File: src/rtl/mlt_pkg.sv
// Shared types and defaults for the MAC learning table.
package mlt_pkg;

    localparam int MLT_TABLE_ENTRIES = 64;
    localparam int MLT_DOMAIN_BITS   = 12;
    localparam int MLT_PORT_BITS     = 8;

    typedef enum logic [1:0] {
        CMD_LEARN  = 2'd0,
        CMD_LOOKUP = 2'd1,
        CMD_DELETE = 2'd2,
        CMD_NONE   = 2'd3
    } t_cmd;

    typedef struct packed {
        t_cmd        cmd;
        logic [47:0] mac;
        logic [11:0] domain_id;
        logic [7:0]  port_id;
    } t_in_item;

    typedef struct packed {
        logic       found;
        logic [7:0] result_port;
        logic       moved;
        logic       inserted;
        logic       table_full;
    } t_out_item;

endpackage

File: src/rtl/mac_learning_table.sv
// Top level of the layer-2 MAC learning table with its output register.
//
//   channel  dir  handshake                 payload
//   in       in   i_in_valid / o_in_stall   i_in_data   (t_in_item)
//   out      out  o_out_valid / i_out_stall o_out_data  (t_out_item)
//
// After reset the table runs a clearing pass over all TABLE_ENTRIES entries with
// o_in_stall high. A request then scans the table: the table read walks one
// entry per cycle and stops at a key match.
// A finished result sits in the output register while the next request is
// taken; the engine holds its next result until that register is free.
module mac_learning_table
    import mlt_pkg::*;
#(
    parameter int TABLE_ENTRIES = MLT_TABLE_ENTRIES,
    parameter int DOMAIN_BITS   = MLT_DOMAIN_BITS,
    parameter int PORT_BITS     = MLT_PORT_BITS
) (
    input  logic      i_clk,
    input  logic      i_rst_n,
    input  logic      i_in_valid,
    output logic      o_in_stall,
    input  t_in_item  i_in_data,
    output logic      o_out_valid,
    input  logic      i_out_stall,
    output t_out_item o_out_data
);

    logic      eng_idle;
    logic      eng_done;
    t_out_item eng_res;
    logic      res_take;

    logic      r_out_vld, n_out_vld;
    t_out_item r_out, n_out;

    mlt_engine #(
        .TABLE_ENTRIES(TABLE_ENTRIES),
        .DOMAIN_BITS  (DOMAIN_BITS),
        .PORT_BITS    (PORT_BITS)
    ) u_engine (
        .i_clk     (i_clk),
        .i_rst_n   (i_rst_n),
        .i_start   (i_in_valid && eng_idle),
        .i_req     (i_in_data),
        .o_idle    (eng_idle),
        .o_done    (eng_done),
        .o_res     (eng_res),
        .i_res_take(res_take)
    );

    assign res_take = !r_out_vld || !i_out_stall;

    always_comb begin
        n_out_vld = r_out_vld;
        n_out     = r_out;
        if (eng_done && res_take) begin
            n_out_vld = 1'b1;
            n_out     = eng_res;
        end else if (!i_out_stall) begin
            n_out_vld = 1'b0;
        end
    end

    always_ff @(posedge i_clk) begin
        if (!i_rst_n) begin
            r_out_vld <= 1'b0;
        end else begin
            r_out_vld <= n_out_vld;
        end
        r_out <= n_out;
    end

    assign o_in_stall  = !eng_idle;
    assign o_out_valid = r_out_vld;
    assign o_out_data  = r_out;

endmodule

File: src/rtl/mlt_engine.sv
// Address table storage with a sequencer that scans one entry per cycle.
module mlt_engine
    import mlt_pkg::*;
#(
    parameter int TABLE_ENTRIES = MLT_TABLE_ENTRIES,
    parameter int DOMAIN_BITS   = MLT_DOMAIN_BITS,
    parameter int PORT_BITS     = MLT_PORT_BITS
) (
    input  logic      i_clk,
    input  logic      i_rst_n,
    input  logic      i_start,
    input  t_in_item  i_req,
    output logic      o_idle,
    output logic      o_done,
    output t_out_item o_res,
    input  logic      i_res_take
);

    localparam int IW = $clog2(TABLE_ENTRIES);
    localparam int KW = 48 + DOMAIN_BITS;

    typedef struct packed {
        logic                 vld;
        logic [KW-1:0]        key;
        logic [PORT_BITS-1:0] port;
    } t_entry;

    typedef enum logic [4:0] {
        S_CLEAR = 5'b00001,
        S_IDLE  = 5'b00010,
        S_SCAN  = 5'b00100,
        S_WRITE = 5'b01000,
        S_DONE  = 5'b10000
    } t_state;

    t_entry r_mem [TABLE_ENTRIES];

    t_state               r_state, n_state;
    logic [IW:0]          r_idx, n_idx;
    logic                 r_rd_ok, n_rd_ok;
    logic [IW-1:0]        r_rd_idx, n_rd_idx;
    t_entry               r_rd_data;
    t_cmd                 r_cmd, n_cmd;
    logic [KW-1:0]        r_key, n_key;
    logic [PORT_BITS-1:0] r_port, n_port;
    logic                 r_hit, n_hit;
    logic [IW-1:0]        r_hit_idx, n_hit_idx;
    logic [PORT_BITS-1:0] r_hit_port, n_hit_port;
    logic                 r_free_ok, n_free_ok;
    logic [IW-1:0]        r_free_idx, n_free_idx;
    t_out_item            r_res, n_res;

    logic                 w_en;
    logic [IW-1:0]        w_addr;
    t_entry               w_data;
    logic                 match;
    logic                 last;

    assign match = r_rd_ok && r_rd_data.vld && (r_rd_data.key == r_key);
    assign last  = (r_rd_idx == IW'(TABLE_ENTRIES - 1));

    always_comb begin
        n_state    = r_state;
        n_idx      = r_idx;
        n_rd_ok    = 1'b0;
        n_rd_idx   = r_idx[IW-1:0];
        n_cmd      = r_cmd;
        n_key      = r_key;
        n_port     = r_port;
        n_hit      = r_hit;
        n_hit_idx  = r_hit_idx;
        n_hit_port = r_hit_port;
        n_free_ok  = r_free_ok;
        n_free_idx = r_free_idx;
        n_res      = r_res;
        w_en       = 1'b0;
        w_addr     = r_idx[IW-1:0];
        w_data     = '0;
        case (r_state)
            S_CLEAR: begin
                w_en  = 1'b1;
                n_idx = r_idx + 1'b1;
                if (r_idx[IW-1:0] == IW'(TABLE_ENTRIES - 1)) begin
                    n_idx   = '0;
                    n_state = S_IDLE;
                end
            end
            S_IDLE: begin
                if (i_start) begin
                    n_cmd     = i_req.cmd;
                    n_key     = {DOMAIN_BITS'(i_req.domain_id), i_req.mac};
                    n_port    = PORT_BITS'(i_req.port_id);
                    n_hit     = 1'b0;
                    n_free_ok = 1'b0;
                    n_idx     = '0;
                    n_state   = (i_req.cmd == CMD_NONE) ? S_WRITE : S_SCAN;
                end
            end
            S_SCAN: begin
                if (r_idx != (IW + 1)'(TABLE_ENTRIES)) begin
                    n_rd_ok = 1'b1;
                    n_idx   = r_idx + 1'b1;
                end
                if (r_rd_ok) begin
                    if (match) begin
                        n_hit      = 1'b1;
                        n_hit_idx  = r_rd_idx;
                        n_hit_port = r_rd_data.port;
                        n_state    = S_WRITE;
                    end else begin
                        if (!r_rd_data.vld && !r_free_ok) begin
                            n_free_ok  = 1'b1;
                            n_free_idx = r_rd_idx;
                        end
                        if (last) begin
                            n_state = S_WRITE;
                        end
                    end
                end
            end
            S_WRITE: begin
                n_res = '0;
                if (r_cmd != CMD_NONE && r_hit) begin
                    n_res.found       = 1'b1;
                    n_res.result_port = 8'(r_hit_port);
                end
                case (r_cmd)
                    CMD_LEARN: begin
                        if (r_hit) begin
                            if (r_hit_port != r_port) begin
                                w_en        = 1'b1;
                                w_addr      = r_hit_idx;
                                w_data      = '{vld: 1'b1, key: r_key, port: r_port};
                                n_res.moved = 1'b1;
                            end
                        end else if (r_free_ok) begin
                            w_en           = 1'b1;
                            w_addr         = r_free_idx;
                            w_data         = '{vld: 1'b1, key: r_key, port: r_port};
                            n_res.inserted = 1'b1;
                        end else begin
                            n_res.table_full = 1'b1;
                        end
                    end
                    CMD_DELETE: begin
                        if (r_hit) begin
                            w_en   = 1'b1;
                            w_addr = r_hit_idx;
                            w_data = '{vld: 1'b0, key: r_key, port: r_hit_port};
                        end
                    end
                    default: begin
                    end
                endcase
                n_state = S_DONE;
            end
            S_DONE: begin
                if (i_res_take) begin
                    n_state = S_IDLE;
                end
            end
            default: begin
                n_state = S_IDLE;
            end
        endcase
    end

    always_ff @(posedge i_clk) begin
        if (w_en) begin
            r_mem[w_addr] <= w_data;
        end
        r_rd_data <= r_mem[r_idx[IW-1:0]];
    end

    always_ff @(posedge i_clk) begin
        if (!i_rst_n) begin
            r_state <= S_CLEAR;
            r_idx   <= '0;
            r_rd_ok <= 1'b0;
        end else begin
            r_state <= n_state;
            r_idx   <= n_idx;
            r_rd_ok <= n_rd_ok;
        end
        r_rd_idx   <= n_rd_idx;
        r_cmd      <= n_cmd;
        r_key      <= n_key;
        r_port     <= n_port;
        r_hit      <= n_hit;
        r_hit_idx  <= n_hit_idx;
        r_hit_port <= n_hit_port;
        r_free_ok  <= n_free_ok;
        r_free_idx <= n_free_idx;
        r_res      <= n_res;
    end

    assign o_idle = (r_state == S_IDLE);
    assign o_done = (r_state == S_DONE);
    assign o_res  = r_res;

endmodule

File: config.mk
export PLATFORM = sky130hd
export DESIGN_NAME = mac_learning_table
export DESIGN_NICKNAME = d
export VERILOG_FILES = /design/src/rtl/mlt_pkg.sv /design/src/rtl/mac_learning_table.sv /design/src/rtl/mlt_engine.sv
export SDC_FILE = /design/constraint.sdc
export NUM_CORES = 2
export LEC_CHECK = 0
export BUFFER_PORTS_ARGS = -buffer_cell sky130_fd_sc_hd__buf_4
export CAP_MARGIN = 10
export CORE_UTILIZATION = 50
export DETAILED_ROUTE_END_ITERATION = 8
export HOLD_SLACK_MARGIN = 0.1
export PLACE_DENSITY = 0.73
export SYNTH_ARGS = -nofsm -noshare
export SYNTH_HDL_FRONTEND = slang
export SYNTH_MEMORY_MAX_BITS = 65536
export SYNTH_SLANG_ARGS = --single-unit
File: constraint.sdc
create_clock -name i_clk -period 12 [get_ports i_clk]
set_clock_uncertainty 0.15 [all_clocks]
set_input_delay 1.2 -clock i_clk [delete_from_list [all_inputs] [get_ports i_clk]]
set_output_delay 1.2 -clock i_clk [all_outputs]
set_load 0.01 [all_outputs]
==> flow_summary.toml <==
[timing]
min_period_ns = 5.91
setup_viol = 0
hold_violations = 0
tightestPinTransition_ns = 1.33
period_share_pct = 49.2
fmax_ghz = 0.169
tns_ns = 0
relSlewSlack_pct = 11.1
rsz0062_at_grt = "no"
drv_slew = 0

[critical_path]
r2r_slack_ns = 6.09
crit_path_max_incr_delay_ns = 0.90
critPathKind = "flip-flop to flip-flop"
cp_common_cell = "buf_4"
cpMaxStageDelayCell = "buf_4"
start_kind = "flip-flop"
arrival_ns = 6.59
worstRegToRegCells = 8
path_buf_inv = 4
cp-end-kind = "flip-flop"
r2r_end = "u_engine.r_rd_data[58]$_DFF_P_"
r2r_start = "u_engine.r_idx[0]$_SDFFE_PN0P_"
critPathRequiredTime_ns = 12.69
path_cells = "buf_12 > buf_4 > buf_4 > buf_4 > mux4_2 > mux4_2 > a22oi_1 > nand2_1"
crit_fanout = 89
cp_top_family = "buffers and inverters"

[placement]
hpwl_um = 252000
gp_congestion = 0.890
portBuffers = 87

[layout]
num-fill-cells = 24300
drive_above_1_share_pct = 29.2
multi_input_area_um2 = 36000
fin_nets = 7898
seq_area_um2 = 138000
area_growth_pct = 12.5

[global_routing]
antenna_found_initial = 24
grt_use_total_pct = 27.1
grt_pass1_vias = 85500
gr-total-overflow = 0
grt_max_degree = 135
grt_pass1_wl_um = 669000

[hold_path]
hold_class = "input port to flip-flop"
hp-start = "i_in_data[31]"
holdPathStages = 1
holdPathEnd = "u_engine.r_key[11]$_DFFE_PP_"

[floorplanning]
core_um2 = 349000
die_area_um2 = 353000
ioPinCount = 88
initial_core_util_pct = 50.2
die_height_um = 594
die_x_um = 594
rows = 217

[clock_network]
cts_buffers = 439
htree_levels = 5
clk_latency_ns = 0.97
cts_hold_buf = 0
clockBufferDepth = 4
ctsResizeCount = 0
cts.clk_slew.worst_paths_ns = 0.07
clock-root-buffer = "clkbuf_16"
cts_tree = "done"
clock_sinks = 4621
postCtsSetupBuffers = 0

[pwr]
power_frac_comb_pct = 3.7
seqPwrFrac_pct = 54.2
p_int_mw = 25.9
p_clk_share_pct = 42.1
irDropWorstVdd_uv = 154
p_sw_mw = 6.76
total_power_mw = 32.6
swShare_pct = 20.7
p_leak_nw = 68.1
p_per_area_nw_per_um2 = 165

[yosys]
syn_nets = 7450
synth_seq_cells = 4621
synth_largest_area_cell = "edfxtp_1"
ys_seq_area_share_pct = 78.7
yosys_warnings = 0
synth_top_area_share_pct = 77.6
netlist_instances = 7374
synth_most_common_cell = "edfxtp_1"
synth_area_leaders = "edfxtp_1, mux4_2, dfxtp_1"
avgSynthCellArea_um2 = 23.8
ys_types = 72
synth-edff-count = 4532
synth_common_cells = "edfxtp_1, mux4_2, nand2_1, clkbuf_1, buf_2"
yosys_most_used_dff = "edfxtp_1"
synth_area_um2 = 175000
async_reset_ff_share_pct = 0

[routing]
vias_per_cell = 6.82
wirelength_um = 483000
drc = 1
drt-pass1-iter-count = 9
wl_per_cell_um = 37.7
drt-initial-drc-count = 15300
vias = 87300
ant_nets = 0

[status]
outcome = "complete, but fails checks"
violations = "DRC"

[job]
maxCapViolations = 0
## worst reg2reg max path, cell delays in order, from the launching register on
cell and delay (ns):
dfxtp_4 0.82, buf_12 0.54, buf_4 1.03, buf_4 0.70
buf_4 0.91, mux4_2 0.69, mux4_2 0.50, a22oi_1 0.32
nand2_1 0.11
## power by group through the flow
stage / combinational, mW / clock, mW / sequential [mW]
after global routing: 1.26 / 14.4 / 17.7
after detailed placement: 1.20 / 0 / 18.0
after global placement: 1.19 / 0 / 18.0
after CTS: 1.21 / 13.8 / 17.7
final: 1.21 / 13.7 / 17.7
after floorplan: 0.855 / 0 / 18.0
## sequential cells by signal (all words and copies together), names as in the netlist, 2 cells and up
register / flops
u_engine.r_mem: 4416
u_engine.r_rd_data: 69
u_engine.r_key: 60
o_out_data: 12
u_engine.o_res: 12
u_engine.r_hit_port: 8
u_engine.r_port: 8
u_engine.r_idx: 7
u_engine.r_free_idx: 6
u_engine.r_hit_idx: 6
u_engine.r_rd_idx: 6
u_engine.r_state: 5
u_engine.r_cmd: 2
## metal layers
| metal | vias up | part of all wire, % | track usage (%) |
|---|---|---|---|
| li1 | 32700 | - | - |
| met1 | 46200 | 35 | 37.2 |
| met2 | 7260 | 47 | 42.1 |
| met3 | 1153 | 14 | 6.67 |
| met4 | 8 | 4.7 | 10.9 |
| met5 | - | 0.010 | 0 |
## metrics by stage
stage	instance area [µm²]	instances	hold slack (ns)	utilization (%)	worst slack, ns
final	197000	12800	0.242	56.5	6.09
after global routing	197000	12800	0.216	56.5	5.64
after CTS	197000	12800	0.179	56.5	5.96
after detailed placement	183000	12000	0.246	52.4	6.00
after global placement	183000	12000	0.247	52.4	5.96
after floorplan	175000	7374	0.176	-	2.84
## cells in the final DEF (no fill, tap or decap), types with 43 or more instances in the layout
cell type and n:
dfxtp_1 83, mux4_2 1249, mux2i_1 99, and2_1 67, clkinv_1 91, edfxtp_1 4532, nor2_1 72, a22o_1 56
buf_4 390, clkbuf_1 106, clkbuf_16 442, clkinv_2 63, nand2_1 160, a221oi_1 76, a22oi_1 43
## worst max path at each step
stage	to	startpoint	cells after the start	slack [ns]
floorplan	u_engine.r_mem[10][0]$_DFFE_PP_	u_engine.r_hit$_DFFE_PP_	7	2.84
global placement	u_engine.r_rd_data[36]$_DFF_P_	u_engine.r_idx[0]$_SDFFE_PN0P_	8	5.96
detailed placement	u_engine.r_rd_data[36]$_DFF_P_	u_engine.r_idx[0]$_SDFFE_PN0P_	8	6.00
CTS	u_engine.r_rd_data[36]$_DFF_P_	u_engine.r_idx[0]$_SDFFE_PN0P_	8	5.96
global route	u_engine.r_rd_data[36]$_DFF_P_	u_engine.r_idx[0]$_SDFFE_PN0P_	8	5.64
finish	u_engine.r_rd_data[58]$_DFF_P_	u_engine.r_idx[0]$_SDFFE_PN0P_	8	6.09
## cells by family after synthesis
group           after synthesis  synth area share (%)
compound gates              406                  1.80
xor+xnor                     51                 0.255
fa+ha+maj                     2                0.0143
buf+inv                     418                  1.11
flops                      4621                  78.7
mux                        1358                  16.7
simple gates                518                  1.48
## area by class of cell
cell class	instances	share of cell area (%)
Clock inverter	231	1.18
Multi-Input combinational cell	2335	18.3
Sequential cell	4621	69.9
Timing Repair Buffer	403	1.61
Inverter	22	0.0470
Antenna cell	7	0.00888
Tap cell	4599	2.92
Clock buffer	582	6.05
Power figures use the tool's default switching activity.
